**config.mk**
```make
export PLATFORM = sky130hd
export DESIGN_NAME = rgb_led_pulse_code_encoder
export DESIGN_NICKNAME = d
export VERILOG_FILES = /design/src/design/rlpce_pkg.sv /design/src/design/rlpce_lane.sv /design/src/design/rlpce_serializer.sv /design/src/design/rgb_led_pulse_code_encoder.sv
export SDC_FILE = /design/constraint.sdc
export NUM_CORES = 1
export LEC_CHECK = 0
export BUFFER_PORTS_ARGS = -buffer_cell sky130_fd_sc_hd__buf_2
export CAP_MARGIN = 15
export CORE_MARGIN = 4
export CORE_UTILIZATION = 62
export CTS_CLUSTER_DIAMETER = 100
export CTS_CLUSTER_SIZE = 12
export DETAILED_ROUTE_END_ITERATION = 10
export GPL_TIMING_DRIVEN = 0
export PLACE_DENSITY = 0.84
export SETUP_SLACK_MARGIN = 0.5
export SYNTH_ARGS = -nofsm -noshare
export SYNTH_HDL_FRONTEND = slang
export SYNTH_HIERARCHICAL = 1
export SYNTH_SLANG_ARGS = --single-unit
```
**constraint.sdc**
```tcl
create_clock -name clk -period 5.4 [get_ports clk]
set_clock_uncertainty 0.15 [all_clocks]
set_input_delay 0.27 -clock clk [delete_from_list [all_inputs] [get_ports clk]]
set_output_delay 0.27 -clock clk [all_outputs]
set_load 0.03 [all_outputs]
```
**src/design/rlpce_pkg.sv**
```systemverilog
// shared types and constants for the rgb led pulse-code encoder
// no dependencies; imported by every module of the block
package rlpce_pkg;

    localparam int ByteW    = 8;
    localparam int NumLanes = 3;
    localparam int LedSlots = NumLanes * ByteW;
    localparam int SlotW    = 5;
    localparam int AddrW    = 4;

    localparam logic [SlotW-1:0] LastSlot = SlotW'(LedSlots - 1);

    // register indexes, taken from paddr[3:2]
    localparam logic [1:0] RegBrightness = 2'd0;
    localparam logic [1:0] RegFullScale  = 2'd1;
    localparam logic [1:0] RegOneCode    = 2'd2;
    localparam logic [1:0] RegZeroCode   = 2'd3;

    typedef struct packed {
        logic [ByteW-1:0] brightness;
        logic [ByteW-1:0] full_scale;
        logic [ByteW-1:0] one_code;
        logic [ByteW-1:0] zero_code;
    } cfg_t;

    typedef struct packed {
        logic idle;
        logic done;
    } lane_status_t;

endpackage

```
**src/design/rlpce_lane.sv**
```systemverilog
// one colour lane: multiply by brightness, then divide by full_scale with saturation
// depends on rlpce_pkg
module rlpce_lane
    import rlpce_pkg::*;
(
    input  logic             clk,
    input  logic             rst_n,
    input  logic             start,
    input  logic             take,
    input  logic [ByteW-1:0] value,
    input  cfg_t             cfg,
    output lane_status_t     status,
    output logic [ByteW-1:0] result
);

    typedef enum logic [3:0] {
        LS_IDLE  = 4'b0001,
        LS_CHECK = 4'b0010,
        LS_DIV   = 4'b0100,
        LS_HOLD  = 4'b1000
    } lane_state_t;

    lane_state_t          state_reg, state_next;
    logic [2:0]           iter_reg, iter_next;
    logic [2*ByteW-1:0]   prod_reg;
    logic [ByteW-1:0]     rem_reg, rem_next;
    logic [ByteW-1:0]     quo_reg, quo_next;
    logic [ByteW:0]       trial;
    logic [ByteW:0]       diff;
    logic                 ge;

    // one restoring step: shift in the next numerator bit and try the divisor
    assign trial = {rem_reg, quo_reg[ByteW-1]};
    assign diff  = trial - {1'b0, cfg.full_scale};
    assign ge    = trial >= {1'b0, cfg.full_scale};

    // sequencer
    always_comb
    begin
        state_next = state_reg;
        iter_next  = iter_reg;
        rem_next   = rem_reg;
        quo_next   = quo_reg;
        case (state_reg)
            LS_IDLE:
            begin
                if (start)
                begin
                    state_next = LS_CHECK;
                end
            end
            LS_CHECK:
            begin
                // quotient above one byte (or zero divisor) saturates
                if (prod_reg[2*ByteW-1:ByteW] >= cfg.full_scale)
                begin
                    quo_next   = '1;
                    state_next = LS_HOLD;
                end
                else
                begin
                    rem_next   = prod_reg[2*ByteW-1:ByteW];
                    quo_next   = prod_reg[ByteW-1:0];
                    iter_next  = '0;
                    state_next = LS_DIV;
                end
            end
            LS_DIV:
            begin
                rem_next  = ge ? diff[ByteW-1:0] : trial[ByteW-1:0];
                quo_next  = {quo_reg[ByteW-2:0], ge};
                iter_next = iter_reg + 3'd1;
                if (iter_reg == 3'd7)
                begin
                    state_next = LS_HOLD;
                end
            end
            LS_HOLD:
            begin
                if (take)
                begin
                    state_next = LS_IDLE;
                end
            end
            default:
            begin
                state_next = LS_IDLE;
            end
        endcase
    end

    // control state
    always_ff @(posedge clk or negedge rst_n)
    begin
        if (!rst_n)
        begin
            state_reg <= LS_IDLE;
            iter_reg  <= '0;
        end
        else
        begin
            state_reg <= state_next;
            iter_reg  <= iter_next;
        end
    end

    // datapath registers
    always_ff @(posedge clk)
    begin
        if (state_reg == LS_IDLE && start)
        begin
            prod_reg <= value * cfg.brightness;
        end
        rem_reg <= rem_next;
        quo_reg <= quo_next;
    end

    assign status.idle = (state_reg == LS_IDLE);
    assign status.done = (state_reg == LS_HOLD);
    assign result      = quo_reg;

endmodule

```
**src/design/rlpce_serializer.sv**
```systemverilog
// merging stage: packs the three lane bytes and sends 24 slot beats, msb first
// depends on rlpce_pkg
module rlpce_serializer
    import rlpce_pkg::*;
(
    input  logic                clk,
    input  logic                rst_n,
    input  logic                load,
    input  logic [LedSlots-1:0] bits,
    input  cfg_t                cfg,
    output logic                load_ok,
    output logic                m_tvalid,
    input  logic                m_tready,
    output logic [15:0]         m_tdata,   // pulse_code[7:0], bit_value[8], zeros[15:9]
    output logic                m_tlast    // led_done
);

    logic                active_reg;
    logic [SlotW-1:0]    count_reg;
    logic [LedSlots-1:0] shift_reg;
    logic                beat;
    logic                last;
    logic                cur_bit;

    assign beat    = active_reg && m_tready;
    assign last    = (count_reg == LastSlot);
    assign load_ok = !active_reg || (m_tready && last);

    // slot counter and busy flag
    always_ff @(posedge clk or negedge rst_n)
    begin
        if (!rst_n)
        begin
            active_reg <= 1'b0;
            count_reg  <= '0;
        end
        else if (load)
        begin
            active_reg <= 1'b1;
            count_reg  <= '0;
        end
        else if (beat && last)
        begin
            active_reg <= 1'b0;
        end
        else if (beat)
        begin
            count_reg <= count_reg + SlotW'(1);
        end
    end

    // bit shifter
    always_ff @(posedge clk)
    begin
        if (load)
        begin
            shift_reg <= bits;
        end
        else if (beat)
        begin
            shift_reg <= {shift_reg[LedSlots-2:0], 1'b0};
        end
    end

    // output beat
    assign cur_bit  = shift_reg[LedSlots-1];
    assign m_tvalid = active_reg;
    assign m_tlast  = last;
    assign m_tdata  = {7'd0, cur_bit, cur_bit ? cfg.one_code : cfg.zero_code};

endmodule

```
**src/design/rgb_led_pulse_code_encoder.sv**
```systemverilog
// top level of the rgb led pulse-code encoder: apb registers, three scaling lanes, serializer
// depends on rlpce_pkg, rlpce_lane and rlpce_serializer
//
//  channel  dir  handshake                  payload
//  s_axis   in   s_tvalid / s_tready        s_tdata: green[7:0], red[15:8], blue[23:16]
//  m_axis   out  m_tvalid / m_tready        m_tdata: pulse_code[7:0], bit_value[8]; m_tlast
//  apb      in   psel / penable / pready    paddr[3:0], pwdata, prdata
//
//  one colour beat gives 24 output beats, one per cycle while m_tready is high
//  each lane scales its byte by a multiply at the accepting edge, then a saturation check
//  and, unless it saturates, eight restoring divide steps; the lanes take the next colour
//  once their results are handed to the serializer, so later leds are scaled while the
//  24 slot beats of the previous led are still being sent on the m_axis channel
//  rst_n clears the registers to their defaults and empties lanes and serializer
//  a stalled output holds its beat; lanes hold their result until the serializer loads
module rgb_led_pulse_code_encoder
    import rlpce_pkg::*;
(
    input  logic             clk,
    input  logic             rst_n,
    input  logic             s_tvalid,
    output logic             s_tready,
    input  logic [23:0]      s_tdata,   // green[7:0], red[15:8], blue[23:16]
    output logic             m_tvalid,
    input  logic             m_tready,
    output logic [15:0]      m_tdata,   // pulse_code[7:0], bit_value[8], zeros[15:9]
    output logic             m_tlast,   // led_done
    input  logic             psel,
    input  logic             penable,
    input  logic             pwrite,
    input  logic [AddrW-1:0] paddr,
    input  logic [31:0]      pwdata,
    output logic [31:0]      prdata,
    output logic             pready
);

    cfg_t             cfg_reg;
    logic             cfg_wr;
    logic             accept;
    logic             take;
    logic             load_ok;
    logic [NumLanes-1:0] idle_vec;
    logic [NumLanes-1:0] done_vec;
    lane_status_t     lane_st [NumLanes];
    logic [ByteW-1:0] lane_res [NumLanes];

    // configuration registers
    assign pready = 1'b1;
    assign cfg_wr = psel && penable && pwrite && pready;

    always_ff @(posedge clk or negedge rst_n)
    begin
        if (!rst_n)
        begin
            cfg_reg.brightness <= 8'd255;
            cfg_reg.full_scale <= 8'd255;
            cfg_reg.one_code   <= 8'd8;
            cfg_reg.zero_code  <= 8'd4;
        end
        else if (cfg_wr)
        begin
            case (paddr[3:2])
                RegBrightness: cfg_reg.brightness <= pwdata[ByteW-1:0];
                RegFullScale:  cfg_reg.full_scale <= pwdata[ByteW-1:0];
                RegOneCode:    cfg_reg.one_code   <= pwdata[ByteW-1:0];
                RegZeroCode:   cfg_reg.zero_code  <= pwdata[ByteW-1:0];
                default:       ;
            endcase
        end
    end

    // register readback
    always_comb
    begin
        case (paddr[3:2])
            RegBrightness: prdata = {24'd0, cfg_reg.brightness};
            RegFullScale:  prdata = {24'd0, cfg_reg.full_scale};
            RegOneCode:    prdata = {24'd0, cfg_reg.one_code};
            RegZeroCode:   prdata = {24'd0, cfg_reg.zero_code};
            default:       prdata = '0;
        endcase
    end

    // scaling lanes, one per colour byte
    for (genvar i = 0; i < NumLanes; i++)
    begin : g_lane
        rlpce_lane u_lane (
            .clk    (clk),
            .rst_n  (rst_n),
            .start  (accept),
            .take   (take),
            .value  (s_tdata[i*ByteW +: ByteW]),
            .cfg    (cfg_reg),
            .status (lane_st[i]),
            .result (lane_res[i])
        );
        assign idle_vec[i] = lane_st[i].idle;
        assign done_vec[i] = lane_st[i].done;
    end

    // input handshake and hand-over to the serializer
    assign s_tready = &idle_vec;
    assign accept   = s_tvalid && s_tready;
    assign take     = (&done_vec) && load_ok;

    rlpce_serializer u_ser (
        .clk      (clk),
        .rst_n    (rst_n),
        .load     (take),
        .bits     ({lane_res[0], lane_res[1], lane_res[2]}),
        .cfg      (cfg_reg),
        .load_ok  (load_ok),
        .m_tvalid (m_tvalid),
        .m_tready (m_tready),
        .m_tdata  (m_tdata),
        .m_tlast  (m_tlast)
    );

    // lanes leave and return to idle together
    a_lockstep: assert property (@(posedge clk) disable iff (!rst_n)
        idle_vec == '0 || idle_vec == '1)
        else $error("scaling lanes out of step");

    // an accepted colour leaves the lanes busy
    a_accept_busy: assert property (@(posedge clk) disable iff (!rst_n)
        accept |=> !s_tready)
        else $error("lanes idle after accepting a colour");

    // a hand-over always presents a beat next cycle
    a_take_valid: assert property (@(posedge clk) disable iff (!rst_n)
        take |=> m_tvalid && !m_tlast)
        else $error("no first slot beat after hand-over");

    // after the final slot with nothing handed over, output goes quiet
    a_last_empty: assert property (@(posedge clk) disable iff (!rst_n)
        (m_tvalid && m_tready && m_tlast && !take) |=> !m_tvalid)
        else $error("beat presented without a loaded led");

endmodule

```
# Yosys cells after proc, flatten, opt, wreduce, memory -nomap -nowiden
# Cells that the tools add are included.
[totals]
regBits = 179
in_bits = 67
[op_classes]
add_sub_neg = 7
mul = 3
magnitude_cmp = 6
n_eq_ne = 32
mux = 41
reduce_logical = 31
[ops]
columns = ["op", "n"]
rows = [
  ["one-hot mux 32 bit (4 select lines)", 1],
  ["one-hot mux 8 bit (2 select lines)", 6],
  ["two-way mux 8 bit", 10],
  ["multiplier 8 x 8 -> 16 bit", 3],
  ["two-way mux 24 bit", 2],
  ["one-hot mux 4 bit (4 select lines)", 3],
  ["two-way mux 4 bit", 8],
  [">= comparator 9 x 8 -> 1 bit", 3],
  [">= comparator 8 bit", 3],
  ["subtractor 8 bit", 3],
  ["one-hot mux 3 bit (2 select lines)", 3],
  ["AND reduction 2 bit", 8],
  ["two-way mux 5 bit", 3],
  ["AND reduction 3 bit", 5],
  ["inequality test 2 x 1 -> 1 bit, second input constant", 7],
  ["equality test 4 x 1 -> 1 bit, second input constant", 3],
  ["equality test 4 x 2 -> 1 bit, second input constant", 3],
  ["equality test 4 x 3 -> 1 bit, second input constant", 3],
  ["equality test 4 bit, second input constant", 3],
  ["inequality test 2 bit, second input constant", 6],
  ["logical AND 1 bit", 10],
  ["nonzero test 2 bit", 5],
  ["adder 3 x 1 -> 3 bit, second input constant", 3],
  ["equality test 3 bit, second input constant", 3],
  ["9 further kinds", 13],
]

# Logic depth before layout (Yosys ltp)
[logic_depth]
word_depth = 6
ltp_mapped = 16
ltp_nobuf = 16

# Modules after synthesis
# The synthesis kept the hierarchy.
[modules_own_cells]
columns = ["module", "instances", "cells_each", "area_each_um2"]
rows = [
  ["rlpce_lane at g_lane[2].u_lane", 1, 455, 4331.7],
  ["rlpce_lane at g_lane[1].u_lane", 1, 444, 4260.3],
  ["rlpce_lane at g_lane[0].u_lane", 1, 433, 4241.6],
  ["rgb_led_pulse_code_encoder", 1, 110, 1669.1],
  ["rlpce_serializer", 1, 101, 1472.7],
]

# Worst setup path after synthesis
# OpenSTA, ideal clock, no wires.
[synth_timing]
path_type = "flip-flop to flip-flop"
startpoint = "register cfg_reg[31] in the netlist's numbering"
endpoint = "register g_lane[1].u_lane.prod_reg[15] (data pin)"
setup_time_ns = 0.260
t_arrival_ns = 4.262
t_required_ns = 4.990
setup_slack_ns = 0.728
path_stages_with_launch = 15
period_less_slack_ns = 4.672
path_cell_list = "dfstp_2 > nand2_1 > fa_1 > fa_1 > inv_1 > fa_1 > inv_1 > fa_1 > inv_1 > ha_1 > a21o_1 > a221o_1 > nand3_1 > a41oi_1 > xnor2_1"
[synth_between]
elab_chain_cells = 1
[synth_lines]
columns = ["item", "line", "source"]
rows = [
  ["from (decl)", "rgb_led_pulse_code_encoder.sv:37", "cfg_t cfg_reg;"],
  ["multiplier 8 x 8 -> 16 bit", "rlpce_lane.sv:112", "prod_reg <= value * cfg.brightness;"],
  ["to (signal assigned)", "rlpce_lane.sv:112", ""],
  ["to (decl)", "rlpce_lane.sv:25", "logic [2*ByteW-1:0] prod_reg;"],
]
# Every way passes these cells.
# A chain may end at the register's enable or synchronous reset.

# Worst setup path in the final report
[layout_timing]
startpoint = "register cfg_reg[31] in the netlist's numbering"
endpoint = "register g_lane[1].u_lane.prod_reg[12] (data pin)"
# Same word-level chain as after synthesis.

==> impl_metrics.tcl <==
set metrics [dict create \
    worstPathMaxFanout 5 \
    dpl.cell_count 1964 \
    clock_sinks 179 \
    dr.pass1.iters 6 \
    largest_reg_flops 48 \
    ys.flop_type "edfxtp_1" \
    setup_tns_ns 0 \
    ant_nets 0 \
    seq_area_frac_synth 0.320 \
    cts-buffers-inserted 17 \
    switching_share 0.451 \
    synth-async-reset-ratio 0.330 \
    holdWs_ns 0.115 \
    synthAdderAreaFrac 0.267 \
    pwr-share-clk 0.127 \
    antenna_found_initial 1 \
    cap_violations 0 \
    vias 12100 \
    path_delay_family "adder cells" \
    cp-start-kind "flip-flop" \
    finalNonFillerCells 2034 \
    netlist_instances 1543 \
    drv_slew 0 \
    cpMostUsedCell "fa_1" \
    syn_area_um2 16000 \
    synthXorXnorAreaFrac 0.0236 \
    port_buffers 60 \
    start_util 0.633 \
    grt_pass1_wl_um 62800 \
    grt_use_total 0.276 \
    syn_to_final_growth_pct 12.5 \
    cp_cell_sequence "nand2_2 -> fa_1 -> fa_1 -> inv_1 -> fa_1 -> inv_1 -> fa_1 -> inv_1 -> ha_4 -> a21o_1 -> a31oi_1 -> o21ai_4 -> nand3_2 -> a311oi_2 -> xor2_1" \
    wl_per_cell_um 19.4 \
    fp.dieArea_um2 28400 \
    p_seq_frac 0.243 \
    routed_wirelength_um 39500 \
    fill_cells 1708 \
    nNetsFinal 2031 \
    comb_power_share 0.630 \
    dp_hpwl_um 26900 \
    maxSlewHeadroom 0.243 \
    p_per_area_nw_per_um2 547 \
    cpMaxStageDelayCell "dfstp_4" \
    grt_pass1_vias 12500 \
    status "finished, final reports clean" \
    design.core.area_um2 25300 \
    synth_simple_gate_area_frac 0.160 \
    grt_overflow 0 \
    power.internal_mw 5.40 \
    dieHeight_um 169 \
    cp_slowest_stage_delay_ns 0.68 \
    timing.final.crit_share 0.901 \
    grt_max_degree 40 \
    clkTransAtPathRegs_ns 0.08 \
    synth_edf_count 120 \
    multi_input_area_um2 9990 \
    leakage_nw 8.33 \
    cts.root.buffer_cell "clkbuf_16" \
    synth_top_family_by_area "adder cells" \
    critPathBufInv 3 \
    setup_violations 0 \
    fin_util 0.712 \
    avgSynthCellArea_um2 10.4 \
    rsz0062_at_grt "true" \
    io_pins 119 \
    worstSetupEndpointType "flip-flop" \
    crit_required_ns 5.49 \
    drc 0 \
    power_mw 9.84 \
    layout-drive-gt1-share 0.187 \
    htreeDepth 4 \
    initialDrtViolationCount 1184 \
    synthMuxAreaShare 0.0657 \
    arrival_ns 4.96 \
    clk_latency_ns 0.45 \
    worstHoldPathType "in -> reg" \
    vdd_drop_max_mv 0.294 \
    worstSetupPathType "reg -> reg" \
    synth_compound_area_frac 0.0905 \
    finalCriticalPeriod_ns 4.86 \
    cts_buffer_depth 2 \
    ff_latch_area_um2 5130 \
    viasPerCell 5.96 \
    fmax_mhz 206 \
    timing_hold_violations_final 0 \
    tritoncts "built" \
    synth_warnings 6 \
    synth_seq_cells 179 \
    dieWidth_um 169 \
    power.switching_mw 4.43 \
    synth_cell_type_count 82 \
    tightest_slew_ns 1.13 \
    rows 58 \
    gp_congestion 0.892 \
]
-- layout make-up --
cell class / instances / share of cell area
clock buffers: 17 / 0.0237
flip-flops and latches: 179 / 0.285
well taps: 330 / 0.0230
multi-input cells: 1131 / 0.556
plain buffers: 64 / 0.0240
clock inverters: 15 / 0.00926
inverters: 198 / 0.0415
repair buffers: 99 / 0.0370
diodes: 1 / 0.000139
-- final timing paths --
check,start,end,slack (ns),cells after the start
worst min register to register,g_lane[1].u_lane/iter_reg[0],g_lane[1].u_lane/iter_reg[0],0.33,1
max in group asynchronous,rst_n,cfg_reg[21],4.23,3
worst min-delay path,s_tdata[16],g_lane[2].u_lane/prod_reg[0],0.11,2
worst max register to register,cfg_reg[31],g_lane[1].u_lane/prod_reg[12],0.54,15
min in group asynchronous,rst_n,u_ser/count_reg[4],0.18,2
worst max-delay path,cfg_reg[31],g_lane[1].u_lane/prod_reg[12],0.54,15
-- cell usage after synthesis, types with 5 or more instances --
master      n  area share
a211oi_1    8      0.0038
o21ai_0    34       0.011
nand3b_1    5      0.0023
dfrtp_1    38       0.060
ha_1      163        0.13
a21oi_1    77       0.024
a31oi_1     7      0.0027
nor2_1     96       0.023
o21ai_1    16      0.0050
edfxtp_1  120        0.23
nand2b_1   14      0.0055
o31a_1      6      0.0033
nor3_1     19      0.0060
dfstp_2    21       0.035
xnor2_1    25       0.014
mux4_2      8       0.011
clkbuf_1   14      0.0033
and3_1      6      0.0023
a21o_1     21      0.0099
nand2_1    86       0.020
mux2_2     63       0.044
or3_1       8      0.0031
mux2i_1    16       0.010
nor2b_1    15      0.0059
buf_6       6      0.0042
nand3_1    28      0.0088
buf_4      36       0.017
inv_1     197       0.046
and2_1    160       0.063
o21a_1      7      0.0033
fa_1      111        0.14
xor2_1     18      0.0099
buf_2       8      0.0025
nand4_1     5      0.0020
-- stage by stage --
step | setup WS (ns) | cell area, µm²
2_1_floorplan | 0.728 | 16100
3_3_place_gp | 0.187 | 16800
3_5_place_dp | 0.0496 | 16800
4_1_cts | 0.501 | 17800
5_1_grt | 0.441 | 18000
6_report | 0.536 | 18000
-- placed cells by master, fill, tap and decap left out, drive strengths merged, types with 16 or more instances in the layout --
| master | count |
|---|---|
| and2 | 160 |
| xnor2 | 25 |
| o21ai | 53 |
| ha | 163 |
| nor2 | 97 |
| clkbuf | 31 |
| fa | 111 |
| nand3 | 29 |
| a21oi | 80 |
| edfxtp | 120 |
| buf | 139 |
| xor2 | 18 |
| inv | 206 |
| nor3 | 20 |
| mux2i | 16 |
| conb | 32 |
| dfrtp | 38 |
| mux2 | 63 |
| nand2 | 86 |
| dfstp | 21 |
| a21o | 22 |
-- metal layers --
layer / vias up / global-route usage / wire (µm)
li1: 5504 / - / -
met1: 5853 / 0.352 / 15400
met2: 606 / 0.463 / 19000
met3: 149 / 0.0537 / 3240
met4: 2 / 0.116 / 1840
met5: - / 0 / 16
-- cells by family (layout without fill, tap and decap cells) --
| logic type | count (synthesis) | count (layout) |
|---|---|---|
| mux | 87 | 87 |
| fa+ha+maj | 274 | 274 |
| buf+inv | 262 | 393 |
| simple gates | 473 | 473 |
| compound gates | 222 | 222 |
| xor+xnor | 43 | 43 |
| flops | 179 | 179 |
| other cells | 3 | 33 |
-- repair_timing --
action | CTS | global route
hold endpoints to repair | 48 | 0
cloned | 0 | 0
hold buffers | 10 | 0
gates resized for setup | 13 | 30
setup endpoints to repair | 12 | 12
setup buffers | 21 | 5
pin swaps | 5 | 17
-- power by group through the flow --
stage	registers [mW]	logic (mW)	clock network, mW
2_1_floorplan	2.29	4.18	0
3_3_place_gp	2.43	5.06	0
3_5_place_dp	2.45	5.32	0
4_1_cts	2.37	5.64	1.25
5_1_grt	2.41	6.91	1.32
6_report	2.39	6.20	1.25
Note: power is estimated with default switching activity, not from simulation.
